### src/rtl/core/srp_pkg.sv
// Shared widths, codes and constants of the servo record/playback block.
`timescale 1ns / 1ps
`default_nettype none

package srp_pkg;

   localparam int CMD_W    = 2;
   localparam int SAMPLE_W = 12;
   localparam int PULSE_W  = 11;
   localparam int MODE_W   = 2;
   localparam int PERIOD_W = 15;

   localparam int STORE_DEPTH_DEF = 512;

   localparam logic [CMD_W-1:0] CMD_SAMPLE = 2'd0;
   localparam logic [CMD_W-1:0] CMD_BUTTON = 2'd1;
   localparam logic [CMD_W-1:0] CMD_TICK   = 2'd2;

   localparam logic [MODE_W-1:0] MODE_MANUAL = 2'd0;
   localparam logic [MODE_W-1:0] MODE_RECORD = 2'd1;
   localparam logic [MODE_W-1:0] MODE_PLAY   = 2'd2;

   localparam logic [PERIOD_W-1:0] PERIOD_RESET = 15'd20000;

   localparam logic [PULSE_W-1:0] PULSE_MIN    = 11'd1000;
   localparam logic [PULSE_W-1:0] PULSE_CENTER = 11'd1500;

   // Deadband bounds of the potentiometer mapping
   localparam logic [SAMPLE_W-1:0] MAP_LOW_LIMIT  = 12'd1948;
   localparam logic [SAMPLE_W-1:0] MAP_HIGH_START = 12'd2147;

   // floor(x*500/1947) = (x*MAP_LOW_RECIP) >> MAP_SHIFT for x <= 1947
   // floor(x*500/1948) = (x*MAP_HIGH_RECIP) >> MAP_SHIFT for x <= 1948
   localparam int MAP_OPND_W  = 11;
   localparam int MAP_RECIP_W = 21;
   localparam int MAP_PROD_W  = MAP_OPND_W + MAP_RECIP_W;
   localparam int MAP_SHIFT   = 22;
   localparam int MAP_QUOT_W  = 9;
   localparam logic [MAP_RECIP_W-1:0] MAP_LOW_RECIP  = 21'd1077120;
   localparam logic [MAP_RECIP_W-1:0] MAP_HIGH_RECIP = 21'd1076567;

endpackage : srp_pkg

`default_nettype wire

### src/rtl/core/srp_pulse_map.sv
// Potentiometer sample to pulse width mapping with center deadband.
`timescale 1ns / 1ps
`default_nettype none

module srp_pulse_map import srp_pkg::*; (
   input  wire logic [SAMPLE_W-1:0] sample,
   output logic      [PULSE_W-1:0]  pulse
);

   logic [SAMPLE_W-1:0]    upper_ofs;
   logic [MAP_OPND_W-1:0]  mul_a;
   logic [MAP_RECIP_W-1:0] mul_k;
   logic [MAP_PROD_W-1:0]  prod;
   logic [MAP_QUOT_W-1:0]  quot;
   logic                   is_low;
   logic                   is_dead;

   assign is_low    = (sample < MAP_LOW_LIMIT);
   assign is_dead   = !is_low && (sample < MAP_HIGH_START);
   assign upper_ofs = sample - MAP_HIGH_START;

   assign mul_a = is_low ? sample[MAP_OPND_W-1:0] : upper_ofs[MAP_OPND_W-1:0];
   assign mul_k = is_low ? MAP_LOW_RECIP : MAP_HIGH_RECIP;
   assign prod  = {{MAP_RECIP_W{1'b0}}, mul_a} * {{MAP_OPND_W{1'b0}}, mul_k};
   assign quot  = prod[MAP_SHIFT +: MAP_QUOT_W];

   always_comb begin
      if (is_dead) begin
         pulse = PULSE_CENTER;
      end else if (is_low) begin
         pulse = PULSE_MIN + {{(PULSE_W-MAP_QUOT_W){1'b0}}, quot};
      end else begin
         pulse = PULSE_CENTER + {{(PULSE_W-MAP_QUOT_W){1'b0}}, quot};
      end
   end

endmodule : srp_pulse_map

`default_nettype wire

### config.mk
export PLATFORM = sky130hd
export DESIGN_NAME = srp_pulse_map
export DESIGN_NICKNAME = d
export VERILOG_FILES = /design/src/rtl/core/srp_pkg.sv /design/src/rtl/core/srp_pulse_map.sv
export SDC_FILE = /design/constraint.sdc
export NUM_CORES = 1
export LEC_CHECK = 0
export ABC_AREA = 1
export BUFFER_PORTS_ARGS = -buffer_cell sky130_fd_sc_hd__clkbuf_2
export CELL_PAD_IN_SITES_DETAIL_PLACEMENT = 1
export CELL_PAD_IN_SITES_GLOBAL_PLACEMENT = 1
export CORE_MARGIN = 1.5
export CORE_UTILIZATION = 52
export DETAILED_ROUTE_END_ITERATION = 8
export PLACE_DENSITY_LB_ADDON = 0.15
export RECOVER_POWER = 50
export SETUP_SLACK_MARGIN = 0.15
export SYNTH_ARGS = -nofsm -noshare
export SYNTH_HDL_FRONTEND = slang
export SYNTH_SLANG_ARGS = --single-unit
### constraint.sdc
create_clock -name vclk -period 15.3
set_clock_uncertainty 0.15 [all_clocks]
set_input_delay 3.06 -clock vclk [all_inputs]
set_output_delay 3.06 -clock vclk [all_outputs]
set_load 0.03 [all_outputs]
==> impl_metrics.json, run 1 <==
{
  "hold_slack_ns": 6.694,
  "max_stage_delay_ns": 0.66,
  "first_pass_iters": 4,
  "critPathBufInv": 11,
  "arrival_ns": 10.31,
  "slew_headroom_pct": 46.30,
  "hp-class": "input pin to output port",
  "final_hold_viol_count": 0,
  "rsz0062_at_grt": "false",
  "fillers": 1433,
  "grt_pass1_wl_mm": 26.68,
  "finalSetupTns_ns": 0,
  "nClkBuffers": 0,
  "synth_top_area_cell": "fa_1",
  "ys_types": 33,
  "final_cell_mix": "230 x inv_1, 201 x nand2_1, 97 x ha_1",
  "portBuffers": 23,
  "nets": 1003,
  "syn_area_um2": 5435,
  "synth_area_leaders": "fa_1 30%, ha_1 22%, inv_1 16%, nand2_1 14%, nor2_1 3.7%",
  "worst_slew_pin_slew_ns": 0.8055,
  "worstPathMaxFanout": 37,
  "path_class": "input pin to output port",
  "vias": 4909,
  "avgRoutedWirePerCell_um": 17.15,
  "setup_viol": 0,
  "yosysSeqAreaShare_pct": 0,
  "cts_setup_buffers": 0,
  "overflow": 0,
  "instances_no_fill": 946,
  "syn_area_per_cell_um2": 6.863,
  "antenna_found_initial": 0,
  "die-area_um2": 11070,
  "placed_cells": 946,
  "totalWireLength_mm": 16.22,
  "core_um2": 10230,
  "cp_data_required_time_ns": 12.09,
  "timing.fmax_ghz": 0.07399,
  "row_count": 37,
  "track_usage_pct": 30.55,
  "grt_util_met3_pct": 2.597,
  "cts_hold_buf": 0,
  "holdPathStages": 7,
  "regArea_um2": 0,
  "outcome": "completed",
  "fp.dieW_um": 105.2,
  "postSynthCellCount": 792,
  "critPathSlowestCell": "a21oi_1",
  "ys.warnings.count": 0,
  "viasPerCell": 5.189,
  "fp.dieH_um": 105.2,
  "dp.final_hpwl_mm": 15.05,
  "io_pins": 23,
  "diodes": 0,
  "grt_use_met2_pct": 57.98,
  "gp_congestion": 0.9524,
  "grt.busiest_layer": "met2",
  "crit_top_cell": "inv_1",
  "period_minus_slack_ns": 13.52,
  "seq_cells": 0,
  "max-cap-violations": 0,
  "finalCritPeriodShare_pct": 88.34,
  "layout-drive-gt1-share_pct": 5.802,
  "detail-route-antenna-nets": 0,
  "area_growth_syn_to_layout_pct": 4.742,
  "synth_top_area_share_pct": 30.20,
  "crit_family": "adder cells",
  "grt_max_degree": 38,
  "maxSlewViolCount": 0,
  "worst_setup_path_start_kind": "input pin",
  "grt_pass1_vias": 5597,
  "final_common_cell": "inv_1",
  "post_cts_resized": 0,
  "start_util_pct": 53.12,
  "end_kind": "output port",
  "drtIter0Drc": 247,
  "hold-path-endpoint": "pulse[4]",
  "met1_usage_pct": 34.48,
  "min_from": "sample[11]",
  "multiInputGateArea_um2": 4524,
  "route.detailed.drc": 0
}
through the flow:
step                instance area, um^2  setup WS, ns  util, %
global route                       5693         1.166    55.64
CTS                                5698         1.788    55.69
detailed placement                 5698         1.841    55.69
floorplan                          5443         3.224        -
global placement                   5698         2.190    55.69
finish                             5693         1.784    55.64
synthesized netlist by cell type (all sizes together):
cell / count
o21ai: 12
or2: 2
inv: 236
a211oi: 1
nand3: 32
nand3b: 1
o21a: 2
nor3: 4
a31oi: 1
buf: 3
a21oi: 26
o21bai: 3
nand4: 5
clkbuf: 4
and2: 1
nand2: 210
conb: 1
nor2: 60
xnor2: 2
xor2: 7
ha: 97
fa: 82
cell families (layout without fill, tap and decap cells):
family	count (synthesis)	in the layout	synth area share (%)
other cells	1	3	0.06899
buf+inv	243	259	16.90
simple gates	315	315	24.54
compound gates	45	45	4.512
fa+ha+maj	179	179	52.53
xor+xnor	9	9	1.450
worst max path at each step:
stage | endpoint | slack [ns] | cells after the start | from
after floorplan | pulse[9] | 3.22 | 35 | sample[7]
after global placement | pulse[9] | 2.19 | 36 | sample[6]
after detailed placement | pulse[9] | 1.84 | 36 | sample[5]
after CTS | pulse[9] | 1.79 | 38 | sample[5]
after global routing | pulse[7] | 1.17 | 36 | sample[6]
final | pulse[9] | 1.78 | 38 | sample[5]
area by class of cell:
| type | instances | area share, % |
|---|---|---|
| Timing Repair Buffer | 23 | 1.934 |
| Inverter | 236 | 15.60 |
| Tap cell | 136 | 2.989 |
| Multi-Input combinational cell | 551 | 79.47 |
routing by layer:
layer	share of wire (%)	up-vias
li1	-	2364
met1	39	2404
met2	53	91
met3	2.8	50
met4	5.0	0
met5	0	-
Power of run 1 is left out: the tool's default activity adds up to more than one toggle a clock period on the data nets, which glitch-free logic cannot reach.
==> run 2, diff against run 1 <==
Settings changed: CELL_PAD_IN_SITES_DETAIL_PLACEMENT 1 to 0.
Clock period 15.3 ns to 15.9 ns, I/O delays scaled along.
==> run 2 against run 1 <==
First-iteration DRC count is 3.6% higher. Highest routed layer unchanged. Die area stayed put. Cell area is 0.13% lower. Hold slack better by 0.13 ns. Critical path depth is 1 lower. Critical endpoint unchanged. Sequential cell count stayed put.
==> impl_metrics.json, run 2 (synthesized netlist as in run 1, its figures left out) <==
{
  "antenna_found_initial": 0,
  "fp.dieH_um": 105.2,
  "arrival_ns": 10.94,
  "worstPathMaxFanout": 37,
  "nClkBuffers": 0,
  "first_pass_iters": 6,
  "period_minus_slack_ns": 14.27,
  "max-cap-violations": 0,
  "multiInputGateArea_um2": 4517,
  "nets": 1003,
  "route.detailed.drc": 0,
  "finalCritPeriodShare_pct": 89.76,
  "portBuffers": 23,
  "row_count": 37,
  "max_stage_delay_ns": 0.87,
  "diodes": 0,
  "grt_pass1_wl_mm": 21.25,
  "final_common_cell": "inv_1",
  "crit_family": "adder cells",
  "critPathSlowestCell": "nand2_1",
  "layout-drive-gt1-share_pct": 5.679,
  "start_util_pct": 53.12,
  "critPathBufInv": 11,
  "final_cell_mix": "230 x inv_1, 202 x nand2_1, 97 x ha_1",
  "crit_top_cell": "nand2_1",
  "end_kind": "output port",
  "cts_hold_buf": 0,
  "core_um2": 10230,
  "detail-route-antenna-nets": 0,
  "rsz0062_at_grt": "false",
  "area_growth_syn_to_layout_pct": 4.604,
  "vias": 4670,
  "drtIter0Drc": 256,
  "track_usage_pct": 23.46,
  "grt_max_degree": 38,
  "grt_pass1_vias": 4596,
  "worst_slew_pin_slew_ns": 1.198,
  "outcome": "completed",
  "fp.dieW_um": 105.2,
  "regArea_um2": 0,
  "slew_headroom_pct": 19.94,
  "avgRoutedWirePerCell_um": 13.25,
  "path_class": "input pin to output port",
  "die-area_um2": 11070,
  "totalWireLength_mm": 12.53,
  "cp_data_required_time_ns": 12.57,
  "finalSetupTns_ns": 0,
  "io_pins": 23,
  "cts_setup_buffers": 0,
  "final_hold_viol_count": 0,
  "post_cts_resized": 0,
  "worst_setup_path_start_kind": "input pin",
  "hp-class": "input pin to output port",
  "overflow": 0,
  "gp_congestion": 0.9526,
  "maxSlewViolCount": 0,
  "setup_viol": 0,
  "dp.final_hpwl_mm": 11.64,
  "seq_cells": 0,
  "viasPerCell": 4.937,
  "fillers": 996,
  "timing.fmax_ghz": 0.07007
}
[run 2: cell counts in the layout (fill, tap and decap cells not counted)]
Identical to the previous run, type by type.
[run 2: through the flow]
stage,utilization [%],setup slack (ns),hold slack (ns),instances,area (um^2)
after floorplan,-,3.584,6.664,794,5443
after global placement,55.69,2.550,6.893,946,5698
after detailed placement,55.69,2.461,6.890,946,5698
after CTS,55.69,2.449,6.891,946,5698
after global routing,55.57,1.052,6.926,946,5685
final,55.57,1.629,6.823,946,5685
[run 2: routing by layer]
metal,part of all wire (%),vias up,global-route usage (%)
li1,-,2364,-
met1,45,2189,32.48
met2,49,101,40.80
met3,3.7,16,0.9276
met4,2.3,0,5.284
met5,0,-,0
[run 2: layout make-up]
| cell class | instances | area share, % |
|---|---|---|
| multi-input cells | 551 | 79.45 |
| well taps | 136 | 2.993 |
| repair buffers | 23 | 1.937 |
| inverters | 236 | 15.63 |
[run 2: final timing paths]
| check | startpoint | end | slack, ns | depth (start not counted) |
|---|---|---|---|---|
| worst max-delay path | sample[7] | pulse[9] | 1.63 | 37 |
| worst min-delay path | sample[11] | pulse[3] | 6.82 | 7 |
Power of run 2 is left out for the same reason.
==> run 3, diff against run 2 <==
Settings changed: CORE_UTILIZATION 52 to 48.
Clock period 15.9 ns to 14.8 ns, I/O delays scaled along.
==> run 3 against run 2 <==
Sequential share of layout area unchanged. Sequential cell count unchanged. Final cell count up 0.42%. Cell area up 0.22%. Critical path depth down 1. Via count down 1.2%. Critical path type unchanged. Hold slack worse by 0.32 ns. Core utilization down 3.5 points.
==> impl_metrics.json, run 3 (synthesized netlist as in run 1, its figures left out) <==
{
  "outcome": "completed",
  "worstSetupEndpoint": "pulse[9]",
  "vias": 4614,
  "rsz0062_at_grt": "false",
  "area_growth_syn_to_layout_pct": 4.834,
  "viasPerCell": 4.857,
  "end_kind": "output port",
  "drtIter0Drc": 192,
  "cp_data_required_time_ns": 11.69,
  "die-area_um2": 11970,
  "setup_viol": 0,
  "multiInputGateArea_um2": 4524,
  "track_usage_pct": 23.10,
  "path_class": "input pin to output port",
  "gp_congestion": 0.9185,
  "layout-drive-gt1-share_pct": 5.802,
  "cts_setup_buffers": 0,
  "place_ws_ns": 1.689,
  "portBuffers": 23,
  "slew_headroom_pct": 41.60,
  "grt_max_degree": 38,
  "finalCritPeriodShare_pct": 89.07,
  "diodes": 0,
  "arrival_ns": 10.07,
  "regArea_um2": 0,
  "cp-startpoint": "sample[6]",
  "grt_pass1_wl_mm": 21.79,
  "max_stage_delay_ns": 0.71,
  "nets": 1003,
  "totalWireLength_mm": 12.98,
  "critPathSlowestCell": "a21oi_1",
  "placed_cells": 950,
  "fp.dieW_um": 109.4,
  "maxSlewViolCount": 0,
  "final_hold_viol_count": 0,
  "worst_slew_pin_slew_ns": 0.8760,
  "fp.dieH_um": 109.4,
  "post_cts_resized": 0,
  "setup_ws_ns": 1.617,
  "detail-route-antenna-nets": 0,
  "final_common_cell": "inv_1",
  "timing.fmax_ghz": 0.07586,
  "worstPathMaxFanout": 37,
  "route.detailed.drc": 0,
  "instances_no_fill": 950,
  "hp-class": "input pin to output port",
  "period_minus_slack_ns": 13.18,
  "first_pass_iters": 4,
  "hold_slack_ns": 6.501,
  "final_cell_mix": "230 x inv_1, 201 x nand2_1, 97 x ha_1",
  "seq_cells": 0,
  "overflow": 0,
  "core_um2": 10940,
  "finalSetupTns_ns": 0,
  "row_count": 38,
  "nClkBuffers": 0,
  "avgRoutedWirePerCell_um": 13.66,
  "worst_setup_path_start_kind": "input pin",
  "cts_hold_buf": 0,
  "grt_pass1_vias": 4725,
  "dp.final_hpwl_mm": 12.08,
  "crit_top_cell": "nand2_1",
  "antenna_found_initial": 0,
  "max-cap-violations": 0,
  "io_pins": 23,
  "start_util_pct": 49.70,
  "fillers": 1127
}
## run 3: per-layer routing
layer | track usage, % | share of wire (%)
met2 | 41.35 | 50
met3 | 0.3557 | 1.4
met1 | 31.17 | 46
met4 | 5.195 | 2.5
met5 | 0 | 0
## run 3: worst min-delay path by stage
stage | from | end | slack, ns | depth (start not counted)
floorplan | sample[4] | pulse[3] | 6.22 | 5
global placement | sample[11] | pulse[3] | 6.46 | 7
detailed placement | sample[11] | pulse[3] | 6.46 | 7
CTS | sample[11] | pulse[3] | 6.46 | 7
global route | sample[11] | pulse[4] | 6.57 | 7
finish | sample[11] | pulse[4] | 6.50 | 7
## run 3: layout make-up
class / count / area share [%]
inverter: 236 / 15.59
tap: 140 / 3.074
multi-input combinational: 551 / 79.40
timing repair buffer: 23 / 1.932
## run 3: stage by stage
stage | instance area [um^2] | utilization [%]
2_1_floorplan | 5443 | -
3_3_place_gp | 5703 | 52.15
3_5_place_dp | 5703 | 52.15
4_1_cts | 5703 | 52.15
5_1_grt | 5698 | 52.11
6_report | 5698 | 52.11
## run 3: critical path, delay by kind of cell
kind | cells | cell delay [ns]
AOI/OAI and AO/OA | 3 | 0.93
and+or+nand+nor | 17 | 1.94
adders and majority gates | 7 | 2.88
buffers and inverters | 9 | 1.37
Power of run 3 is left out for the same reason.
